[config.mk]
export PLATFORM = sky130hd
export DESIGN_NAME = wspc_div
export DESIGN_NICKNAME = d
export VERILOG_FILES = /design/src/wspc_pkg.sv /design/src/wspc_div.sv
export SDC_FILE = /design/constraint.sdc
export NUM_CORES = 1
export LEC_CHECK = 0
export ABC_AREA = 1
export BUFFER_PORTS_ARGS = -buffer_cell sky130_fd_sc_hd__buf_2
export CAP_MARGIN = 20
export CORE_MARGIN = 10
export CORE_UTILIZATION = 43
export DETAILED_ROUTE_END_ITERATION = 6
export GPL_TIMING_DRIVEN = 0
export PLACE_DENSITY = 0.65
export SLEW_MARGIN = 20
export SYNTH_ARGS = -nofsm -noshare
export SYNTH_HDL_FRONTEND = slang
export SYNTH_SLANG_ARGS = --single-unit
export TNS_END_PERCENT = 10
[constraint.sdc]
create_clock -name aclk -period 5.6 [get_ports aclk]
set_input_delay 1.12 -clock aclk [delete_from_list [all_inputs] [get_ports aclk]]
set_output_delay 1.12 -clock aclk [all_outputs]
set_load 0.05 [all_outputs]
[src/wspc_pkg.sv]
// ----------------------------------------------------------------------------
// Wheel speed PID controller package
// Shared constants, register codes and sequencer states.
// ----------------------------------------------------------------------------
`default_nettype none

package wspc_pkg;

    localparam int HISTORY_DEPTH = 3;
    localparam int SLOT_W        = (HISTORY_DEPTH > 1) ? $clog2(HISTORY_DEPTH) : 1;
    localparam int DIV_W         = 64;
    localparam int CNT_W         = $clog2(DIV_W + 1);

    localparam logic [23:0]        SPEED_MAX  = 24'hFFFFFF;
    localparam logic [15:0]        TICKS_MAX  = 16'hFFFF;
    localparam logic signed [49:0] BIAS_Q28   = 50'sd40265318;
    localparam logic signed [49:0] Q28_ONE    = 50'sd268435456;
    localparam logic signed [32:0] STEER_COEF = 33'sd7864;
    localparam logic signed [32:0] D31_ONE    = 33'sh080000000;
    localparam logic [63:0]        NUM_HALL   = 64'd128500 << 47;
    localparam logic [63:0]        NUM_DIST   = 64'd1285 << 47;
    localparam logic signed [32:0] K_DIST     = 33'sd10000;
    localparam logic signed [32:0] K_HUNDRED  = 33'sd100;
    localparam logic signed [32:0] RECIP_100  = 33'sd42949673;
    localparam logic signed [32:0] HIST_HI    = 33'((64'd1 << 24) / 64'(HISTORY_DEPTH));
    localparam logic [3:0]         HIST_R     = 4'((64'd1 << 24) % 64'(HISTORY_DEPTH));
    localparam logic signed [32:0] HIST_RECIP =
        33'(((64'd1 << 31) + 64'(HISTORY_DEPTH) - 64'd1) / 64'(HISTORY_DEPTH));

    localparam logic [2:0] REG_TARGET = 3'd0;
    localparam logic [2:0] REG_KP     = 3'd1;
    localparam logic [2:0] REG_KI     = 3'd2;
    localparam logic [2:0] REG_KD     = 3'd3;
    localparam logic [2:0] REG_ENABLE = 3'd4;
    localparam logic [2:0] REG_MODE   = 3'd5;

    localparam logic [1:0] MODE_FWD  = 2'd1;
    localparam logic [1:0] MODE_BACK = 2'd2;
    localparam logic       CMD_HALL  = 1'b0;

    typedef enum logic [4:0] {
        ST_IDLE,
        ST_H_MUL,
        ST_H_DIV1,
        ST_H_MUL2,
        ST_H_DIV2,
        ST_T_MUL,
        ST_T_MUL2,
        ST_T_DIV,
        ST_P_ERR,
        ST_P_DIV1,
        ST_P_INT,
        ST_P_M1,
        ST_P_M2,
        ST_P_M3,
        ST_P_M4,
        ST_P_DIV3,
        ST_P_DIV3B,
        ST_P_DIV3C,
        ST_P_SUM,
        ST_DONE
    } state_t;

endpackage

`default_nettype wire

[src/wspc_div.sv]
// ----------------------------------------------------------------------------
// Wheel speed PID controller divider
// Unsigned restoring divider, one quotient bit per cycle.
// ----------------------------------------------------------------------------
`default_nettype none

module wspc_div
    import wspc_pkg::*;
(
    input  wire logic             aclk,
    input  wire logic             aresetn,
    input  wire logic             start,
    input  wire logic [DIV_W-1:0] num,
    input  wire logic [DIV_W-1:0] den,
    output logic                  busy,
    output logic                  done,
    output logic      [DIV_W-1:0] quot
);

    logic [DIV_W:0]   rem_reg, rem_next;
    logic [DIV_W-1:0] quot_reg, quot_next;
    logic [DIV_W-1:0] den_reg, den_next;
    logic [CNT_W-1:0] cnt_reg, cnt_next;
    logic             done_reg, done_next;
    logic [DIV_W:0]   rem_sh;

    always_ff @(posedge aclk) begin
        if (!aresetn) begin
            cnt_reg  <= '0;
            done_reg <= 1'b0;
        end else begin
            cnt_reg  <= cnt_next;
            done_reg <= done_next;
        end
        rem_reg  <= rem_next;
        quot_reg <= quot_next;
        den_reg  <= den_next;
    end

    always_comb begin
        rem_next  = rem_reg;
        quot_next = quot_reg;
        den_next  = den_reg;
        cnt_next  = cnt_reg;
        done_next = 1'b0;
        rem_sh    = {rem_reg[DIV_W-1:0], quot_reg[DIV_W-1]};
        if (start) begin
            rem_next  = '0;
            quot_next = num;
            den_next  = den;
            cnt_next  = CNT_W'(DIV_W);
        end else if (cnt_reg != '0) begin
            if (rem_sh >= {1'b0, den_reg}) begin
                rem_next  = rem_sh - {1'b0, den_reg};
                quot_next = {quot_reg[DIV_W-2:0], 1'b1};
            end else begin
                rem_next  = rem_sh;
                quot_next = {quot_reg[DIV_W-2:0], 1'b0};
            end
            cnt_next = cnt_reg - 1'b1;
            if (cnt_reg == CNT_W'(1)) begin
                done_next = 1'b1;
            end
        end
    end

    assign busy = (cnt_reg != '0);
    assign done = done_reg;
    assign quot = quot_reg;

endmodule

`default_nettype wire

==> metrics <==
Detailed Routing Iterations Pass 1 5; outcome finished, final reports clean; post-route ant nets 0; Final Util 50.5%; RSZ-0062 raised after global routing no; Cells after Synth 2175; Post-Route WL 46200 microns; Max VDD drop 283 uV; DR WL/cell 16.2 microns; Vert. Die Dim 203 microns; largest net degree at the start of global routing 46; startpoint types register; Yosys Warn Count 0; Sequential Area 5290 sq um; sequential cell area fraction in the yosys report 36.8%; Max Clock Skew 0.0168 ns; Clock transition at path regs 0.08 ns; H-tree levels 4; r2r setup slk 2.69 ns; Fin. Hold Viols 0; synthesis-stage register bit count 200; worst path required time 4.48 ns; Post-CTS Resized 0; first-pass GRT wire length 72700 microns; final-layout fill cell count 3460; worst skew pair latency 0.47 ns; core box area 32700 sq um; Vias/cell 4.74; RR Endpoint rem_reg[49]$_SDFFE_PP0P_; Async SR Flop Fraction 0%; fmax 343 MHz; max-cap violations 0; worst setup path endpoint busy; initial antenna violation count 7; I/O Buffers 196; RR Startpoint den_reg[49]$_DFFE_PP_; Worst setup EP type output pin; Post-Synthesis Cell Area 14300 sq um; io pins 197; Via Count 13500; total congestion overflow 0; Syn Nets 2373; pins over their slew limit 0; DR iter-0 viols 920; # DRC 0; postcts setup bufs 0; die area 41100 sq um; CTS tree built; number of synthesized flops with an enable pin 128; critical path data arrival time 1.79 ns; share of cells above drive strength 1 13.4%; Multi-input gate area 7080 sq um; Primary FF master, synth edfxtp_1; Clock Sinks 200; Longest Clk Path Bufs 2; vias in the first global route 13200; worst setup path startpoint cnt_reg[0]$_SDFFE_PP0P_; P_leak 9.18 nW; final setup vio count 0; fin worst setup slack 2.69 ns; Post-layout nets 2590; CTS buffer count 17; pre-CTS WS 2.23 ns; Crit Path Max Fanout 5; worst rel slew slack 39.8%; pwr dens 268 nW/um^2; total power 4.44 mW; All-Layer GR Usage 22.4%; Worst Tran Pin Value 0.902 ns; R2R cell count 16; period utilization 52.0%; # rows 66; Avg Inst Size Synth 6.59 sq um; critical path class reg2out; Final HPWL DP 38400 microns; Root Driver clkbuf_16; Hold-fix buffers, CTS 0; Syn-to-layout area delta 15.2%; hold crit path type reg2reg; GPL Wtd Cong 0.981; Tmin final 2.91 ns; initial core utilization 43.9%; DIE WIDTH 203 microns; count of cell types in the netlist 36
## synthesized netlist by cell type, drive strengths merged, types with 30 or more instances
library cell | number | share of area [%]
xnor2 | 31 | 1.9
nor2 | 127 | 4.0
nand2 | 922 | 24
nand3b | 37 | 1.9
dfxtp | 72 | 10
inv | 451 | 12
buf | 30 | 1.5
a21oi | 51 | 1.8
ha | 66 | 5.8
edfxtp | 128 | 27
o21ai | 44 | 1.5
nand3 | 149 | 5.6
## cell type report
type | count | area share [%]
Multi-Input combinational cell | 1476 | 42.9
Sequential cell | 200 | 32.0
Inverter | 453 | 10.3
Timing Repair Buffer | 198 | 6.19
Tap cell | 442 | 3.35
Clock buffer | 17 | 2.57
Buffer | 46 | 1.70
Clock inverter | 15 | 1.01
Antenna cell | 3 | 0.0454
## critical path, cell delays in order, from the launching register on
cell and delay, ns:
dfxtp_1 0.33, inv_1 0.11, ha_1 0.22, nand3_1 0.13
nor2_2 0.18, inv_1 0.13, buf_2 0.24
## how the worst min path moves through the flow
stage                                        start                       end  slack [ns]  cells after the start
final                      cnt_reg[6]$_SDFFE_PN0P_           done$_SDFF_PP0_        0.46                      1
after CTS                  cnt_reg[6]$_SDFFE_PN0P_           done$_SDFF_PP0_        0.46                      1
after global routing      rem_reg[30]$_SDFFE_PP0P_  rem_reg[30]$_SDFFE_PP0P_        0.48                      2
after floorplan            cnt_reg[6]$_SDFFE_PN0P_           done$_SDFF_PP0_        0.44                      1
after detailed placement   cnt_reg[6]$_SDFFE_PN0P_           done$_SDFF_PP0_        0.46                      1
after global placement    rem_reg[28]$_SDFFE_PP0P_  rem_reg[28]$_SDFFE_PP0P_        0.46                      2
## per-layer routing
layer / part of all wire [%] / GRT usage [%] / vias to the layer above
met5: 0.028 / 0 / -
met4: 2.3 / 6.58 / 2
met3: 7.1 / 5.87 / 47
met2: 45 / 36.1 / 390
met1: 46 / 28.9 / 6019
li1: - / - / 7063
## logic make-up after synthesis
logic type	synth area share (%)
AOI/OAI and AO/OA	4.04
xor gates and xnor gates	2.08
adders and majority gates	5.90
buffers and inverters	13.8
DFF	36.8
and+or+nand+nor	37.4
## metrics by stage
step | hold WS, ns | instance area (sq um) | cells | TNS, ns
final | 0.462 | 16500 | 2850 | 0
after global routing | 0.483 | 16500 | 2848 | 0
after detailed placement | 0.458 | 15900 | 2815 | 0
after CTS | 0.463 | 16500 | 2847 | 0
after global placement | 0.455 | 15900 | 2813 | -40.72
after floorplan | 0.442 | 14300 | 2175 | 0
## report_power, final
part | switching (mW) | internal, mW | total (mW)
sequential | 0.103 | 1.80 | 1.90
clock | 0.667 | 0.605 | 1.27
combinational | 0.975 | 0.290 | 1.26
## placed cells by master (no fill, tap or decap), types with 24 or more instances in the layout
cell      synthesis  layout
nand3b_1         37      37
inv_1           437     437
xnor2_1          31      31
o21ai_0          24      24
dfxtp_1          72      72
edfxtp_1        128     128
ha_1             66      66
nor2_1          103     102
nand3_1         138     138
a21oi_1          49      49
nand2_1         908     908
buf_2            11     206
No activity file was read; power rests on OpenSTA's default activity.
